### src/rtl/mmgn_pkg.sv
// mmgn_pkg: shared types, widths and codes of the min-max gray normalizer
// used by mmgn_store, mmgn_div and min_max_gray_normalizer
package mmgn_pkg;

    localparam int SAMPLE_BITS  = 32;
    localparam int FRAC_BITS    = 16;
    localparam int GRAY_BITS    = 8;
    localparam int MAX_SIDE_DEF = 64;

    localparam int CFG_ADDR_W = 2;
    localparam int CFG_DATA_W = 7;

    // stretch division: (2*255*d + span) / (2*span)
    localparam int NUM_BITS   = SAMPLE_BITS + 8;
    localparam int DVD_BITS   = SAMPLE_BITS + 10;
    localparam int DVS_BITS   = SAMPLE_BITS + 1;
    localparam int QUOT_BITS  = GRAY_BITS + 1;
    localparam int DIV_CNT_W  = $clog2(DVD_BITS + 1);

    localparam logic [SAMPLE_BITS-1:0] SIGN_MASK = {1'b1, {(SAMPLE_BITS-1){1'b0}}};
    localparam logic [SAMPLE_BITS-1:0] MIN_RST   = ~SIGN_MASK;
    localparam logic [SAMPLE_BITS-1:0] MAX_RST   = SIGN_MASK;
    localparam logic [SAMPLE_BITS:0]   ROUND_HALF =
        (SAMPLE_BITS+1)'(1) << (FRAC_BITS - 1);
    localparam logic [GRAY_BITS-1:0]   GRAY_MAX  = '1;

    localparam logic [CFG_DATA_W-1:0] SIDE_RST = CFG_DATA_W'(64);

    localparam logic [CFG_ADDR_W-1:0] CFG_NORM_MODE    = 2'd0;
    localparam logic [CFG_ADDR_W-1:0] CFG_IMAGE_WIDTH  = 2'd1;
    localparam logic [CFG_ADDR_W-1:0] CFG_IMAGE_HEIGHT = 2'd2;

    localparam logic CMD_LOAD = 1'b0;
    localparam logic CMD_READ = 1'b1;

    typedef struct packed {
        logic busy;
        logic done;
    } t_div_stat;

endpackage

### src/rtl/mmgn_div.sv
// mmgn_div: bit-serial restoring divider, one quotient bit per cycle
// computes (2*num + span) / (2*span); depends on mmgn_pkg
module mmgn_div import mmgn_pkg::*; (
    input  logic                   i_clk,
    input  logic                   i_rst_n,
    input  logic                   i_start,
    input  logic [NUM_BITS-1:0]    i_num,
    input  logic [SAMPLE_BITS-1:0] i_span,
    output t_div_stat              o_stat,
    output logic [QUOT_BITS-1:0]   o_quot
);

    logic [DVD_BITS-1:0]  r_dvd;
    logic [DVS_BITS-1:0]  r_dvs;
    logic [DVS_BITS-1:0]  r_rem;
    logic [QUOT_BITS-1:0] r_quot;
    logic [DIV_CNT_W-1:0] r_cnt;
    logic                 r_busy;
    logic                 r_done;

    logic [DVS_BITS:0]    trial;
    logic [DVS_BITS:0]    diff;
    logic                 fits;

    always_comb begin
        trial = {r_rem, r_dvd[DVD_BITS-1]};
        diff  = trial - {1'b0, r_dvs};
        fits  = trial >= {1'b0, r_dvs};
    end

    always_ff @(posedge i_clk) begin
        if (!i_rst_n) begin
            r_busy <= 1'b0;
            r_done <= 1'b0;
            r_cnt  <= '0;
        end else begin
            r_done <= 1'b0;
            if (i_start) begin
                r_busy <= 1'b1;
                r_cnt  <= DIV_CNT_W'(DVD_BITS);
            end else if (r_busy) begin
                r_cnt <= r_cnt - DIV_CNT_W'(1);
                if (r_cnt == DIV_CNT_W'(1)) begin
                    r_busy <= 1'b0;
                    r_done <= 1'b1;
                end
            end
        end
    end

    always_ff @(posedge i_clk) begin
        if (i_start) begin
            r_dvd  <= (DVD_BITS'(i_num) << 1) + DVD_BITS'(i_span);
            r_dvs  <= {i_span, 1'b0};
            r_rem  <= '0;
            r_quot <= '0;
        end else if (r_busy) begin
            r_dvd  <= r_dvd << 1;
            r_rem  <= fits ? diff[DVS_BITS-1:0] : trial[DVS_BITS-1:0];
            r_quot <= {r_quot[QUOT_BITS-2:0], fits};
        end
    end

    assign o_stat.busy = r_busy;
    assign o_stat.done = r_done;
    assign o_quot      = r_quot;

endmodule

### config.mk
export PLATFORM = sky130hd
export DESIGN_NAME = mmgn_div
export DESIGN_NICKNAME = d
export VERILOG_FILES = /design/src/rtl/mmgn_pkg.sv /design/src/rtl/mmgn_div.sv
export SDC_FILE = /design/constraint.sdc
export NUM_CORES = 1
export LEC_CHECK = 0
export ABC_AREA = 0
export BUFFER_PORTS_ARGS = -buffer_cell sky130_fd_sc_hd__buf_2
export CAP_MARGIN = 40
export CORE_MARGIN = 8
export CORE_UTILIZATION = 55
export DETAILED_ROUTE_END_ITERATION = 6
export GPL_ROUTABILITY_DRIVEN = 0
export PLACE_DENSITY_LB_ADDON = 0.3
export REMOVE_ABC_BUFFERS = 1
export SLEW_MARGIN = 20
export SYNTH_ARGS = -nofsm -noshare
export SYNTH_HDL_FRONTEND = slang
export SYNTH_SLANG_ARGS = --single-unit
### constraint.sdc
create_clock -name i_clk -period 2.91 [get_ports i_clk]
set_input_delay 0.291 -clock i_clk [delete_from_list [all_inputs] [get_ports i_clk]]
set_output_delay 0.291 -clock i_clk [all_outputs]
set_load 0.03 [all_outputs]
==> results.tsv <==
stage	metric	value	unit
clock_tree	cts_hold_buf	0	
floorplan	die_y	141.2	um
critical_path	worstRegToRegCells	13	
global_route	grt_usage	21.45	%
synth	yosys_warnings	0	
sta	period_needed	2.871	ns
synth	synth-seq-cells	124	
worst_hold_path	min_path_type	in2reg	
cells_and_area	final_area	10630	sq um
cells_and_area	area_growth	23.27	%
sta	fin_ws	0.03880	ns
synth	yosysTopAreaCell	edfxtp_1	
clock_tree	clock_path_buffers	2	
floorplan	die_w	141.2	um
power	p_leak	4.774	nW
global_route	antenna_found_initial	0	
critical_path	cp-start-kind	flop	
clock_tree	cts_inserted_buffers	17	
clock_tree	clkLatencyLatePin	0.43	ns
sta	setup_viol	0	
sta	rsz0062_at_grt	true	
sta	max_freq	348.3	MHz
route	via_per_inst	5.722	
clock_tree	htreeDepth	4	
power	power_density	557.8	nW/um^2
synth	synth_top_area_share	25.78	%
power	p_total	5.928	mW
floorplan	ioPinCount	86	
global_route	grt_pass1_vias	7265	
sta	finalHoldViolCount	0	
route	drc	0	
synth	synthTopCellsByArea	edfxtp_1, dfxtp_1, ha_1	
floorplan	start_util	56.50	%
floorplan	core	15260	sq um
synth	ys_async_sr_fraction	0	%
route	wirelength	21290	um
route	drt-initial-drc-count	447	
clock_tree	clkSinkCount	124	
power	ir_drop	0.0005651	V
placed_design	placement.io_buffers	85	
sta	finalClockSkew	0.006413	ns
placed_design	place_area	9918	sq um
sta	post-route-period-util	98.67	%
global_route	overflow	0	
worst_hold_path	min_delay_path_depth	1	
outcome	status	completed	
sta	slew_headroom	50.81	%
sta	worstMarginPinSlew	0.7379	ns
clock_tree	clock-root-buffer	clkbuf_16	
critical_path	criticalPathCategory	reg2reg	
synth	synth-edff-count	74	
global_route	grt_pass1_wl	34680	um
floorplan	rows	45	
synth	syn-cell-area	8621	sq um
route	wl_per_cell	16.08	um
route	ant_nets	0	
route	via_count	7576	
floorplan	fp.dieArea	19940	sq um
clock_tree	cts_tree	built	
run	maxCapViolCount	0	
synth	avgSynthCellArea	9.320	sq um
critical_path	crit_fanout	12	
global_route	grt_max_degree	81	
cells_and_area	diodes	0	
critical_path	crit_path_end_kind	flop	
critical_path	crit_required	3.25	ns
sta	slew_viol_final	0	
placed_design	dp_hpwl	15670	um
critical_path	critPathArrivalTime	3.21	ns
synth	synth_seq_area_share	37.39	%
synth	syn_inst	925	
cells_and_area	final_core_util	69.64	%
cells_and_area	nets	1242	
cells_and_area	layout-drive-gt1-share	27.67	%
synth	synthDistinctLibCells	90	
clock_tree	clk_pin_slew	0.06	ns
synth	yosys_most_used_dff	edfxtp_1	
placed_design	place_ws	-0.5623	ns
route	drtPass1Iterations	4	
cells_and_area	nFillCells	1223	
-- report_power, final --
group / internal, mW / total (mW) / switching, mW
clock network: 1.21 / 2.04 / 0.830
registers: 2.08 / 2.16 / 0.0806
logic: 0.817 / 1.72 / 0.901
-- cells in the final DEF, fill, tap and decap left out, types with 19 or more instances in the layout --
cell / synthesis / routed
a21o_1: 31 / 31
a21oi_1: 74 / 73
a311oi_1: 22 / 19
buf_2: 5 / 84
buf_4: 3 / 110
clkbuf_16: 0 / 19
dfxtp_1: 50 / 49
edfxtp_1: 74 / 74
ha_1: 65 / 65
inv_1: 57 / 57
mux2_2: 26 / 26
nand2_1: 84 / 82
nand3_1: 25 / 25
nor2_1: 71 / 71
o21ai_0: 43 / 40
xnor2_1: 33 / 33
xor2_1: 26 / 26
-- synth_stat cells (11+ instances only) --
cell type	count
a21o_1	31
a21oi_1	74
a311oi_1	22
clkbuf_1	20
dfxtp_1	50
edfxtp_1	74
ha_1	65
inv_1	57
mux2_2	26
mux2i_1	15
nand2_1	84
nand3_1	25
nor2_1	71
nor2b_1	11
nor3_1	14
o21ai_0	43
xnor2_1	33
xor2_1	26
-- metrics by stage --
| step | hold WS (ns) | setup TNS [ns] | std cells |
|---|---|---|---|
| after global placement | 0.4709 | -6.241 | 1288 |
| final | 0.05749 | 0 | 1324 |
| after CTS | 0.04099 | 0 | 1320 |
| after global routing | 0.04438 | -0.3705 | 1324 |
| after floorplan | 0.3601 | -41.54 | 884 |
| after detailed placement | 0.4773 | -7.561 | 1288 |
-- cell type report --
class / count / area [sq um] / area share, %
Clock buffer: 20 / 489.2 / 4.604
Clock inverter: 12 / 77.57 / 0.7300
Inverter: 58 / 217.7 / 2.049
Sequential cell: 124 / 3224 / 30.34
Tap cell: 211 / 264.0 / 2.484
Timing Repair Buffer: 197 / 1301 / 12.25
Multi-Input combinational cell: 702 / 5052 / 47.55
-- cells by family after synthesis --
| group | count (synthesis) | synth area share [%] |
|---|---|---|
| adders and majority gates | 67 | 9.898 |
| muxes | 41 | 5.138 |
| xor gates and xnor gates | 59 | 5.994 |
| AOI/OAI and AO/OA | 270 | 21.52 |
| DFF | 124 | 37.39 |
| buffers and inverters | 99 | 5.239 |
| and+or+nand+nor | 265 | 14.82 |
-- path summary, 6_finish.rpt --
kind              startpoint        end  slack [ns]
setup / recovery    r_dvs[2]  r_rem[26]        0.04
hold / removal     i_span[0]   r_dvs[1]        0.06
setup reg to reg    r_dvs[2]  r_rem[26]        0.04
hold reg to reg    o_quot[8]  o_quot[8]        0.49
-- layer usage --
layer / wire, um / global-route usage [%] / vias to the layer above
met5: 0 / 0 / -
met4: 312 / 6.391 / 0
met3: 1254 / 4.862 / 23
met2: 10210 / 35.81 / 225
met1: 9517 / 27.15 / 3573
li1: - / - / 3755
-- critical path, cell delays in order (launching register included) --
cell,delay [ns]
edfxtp_1,0.39
inv_1,0.06
ha_1,0.30
nor2b_1,0.14
o31a_1,0.25
or4_4,0.45
a21oi_4,0.16
nor4_2,0.08
o21ai_2,0.19
and2_4,0.20
buf_12,0.13
buf_4,0.12
nand2_1,0.05
a311oi_1,0.25
-- flip-flops by register name, indices dropped and copies added (netlist names) --
| name | count |
|---|---|
| r_cnt | 6 |
| r_dvs | 32 |
| r_busy | 1 |
| o_quot | 9 |
| r_rem | 33 |
| r_dvd | 42 |
| r_done | 1 |
-- what timing repair did --
item,in CTS,in global routing
buffers inserted,0,4
endpoints found under the setup margin,3,39
pin swaps,0,5
hold endpoints to repair,0,0
gates resized for setup,3,24
Note: power is estimated with default switching activity, not from simulation.
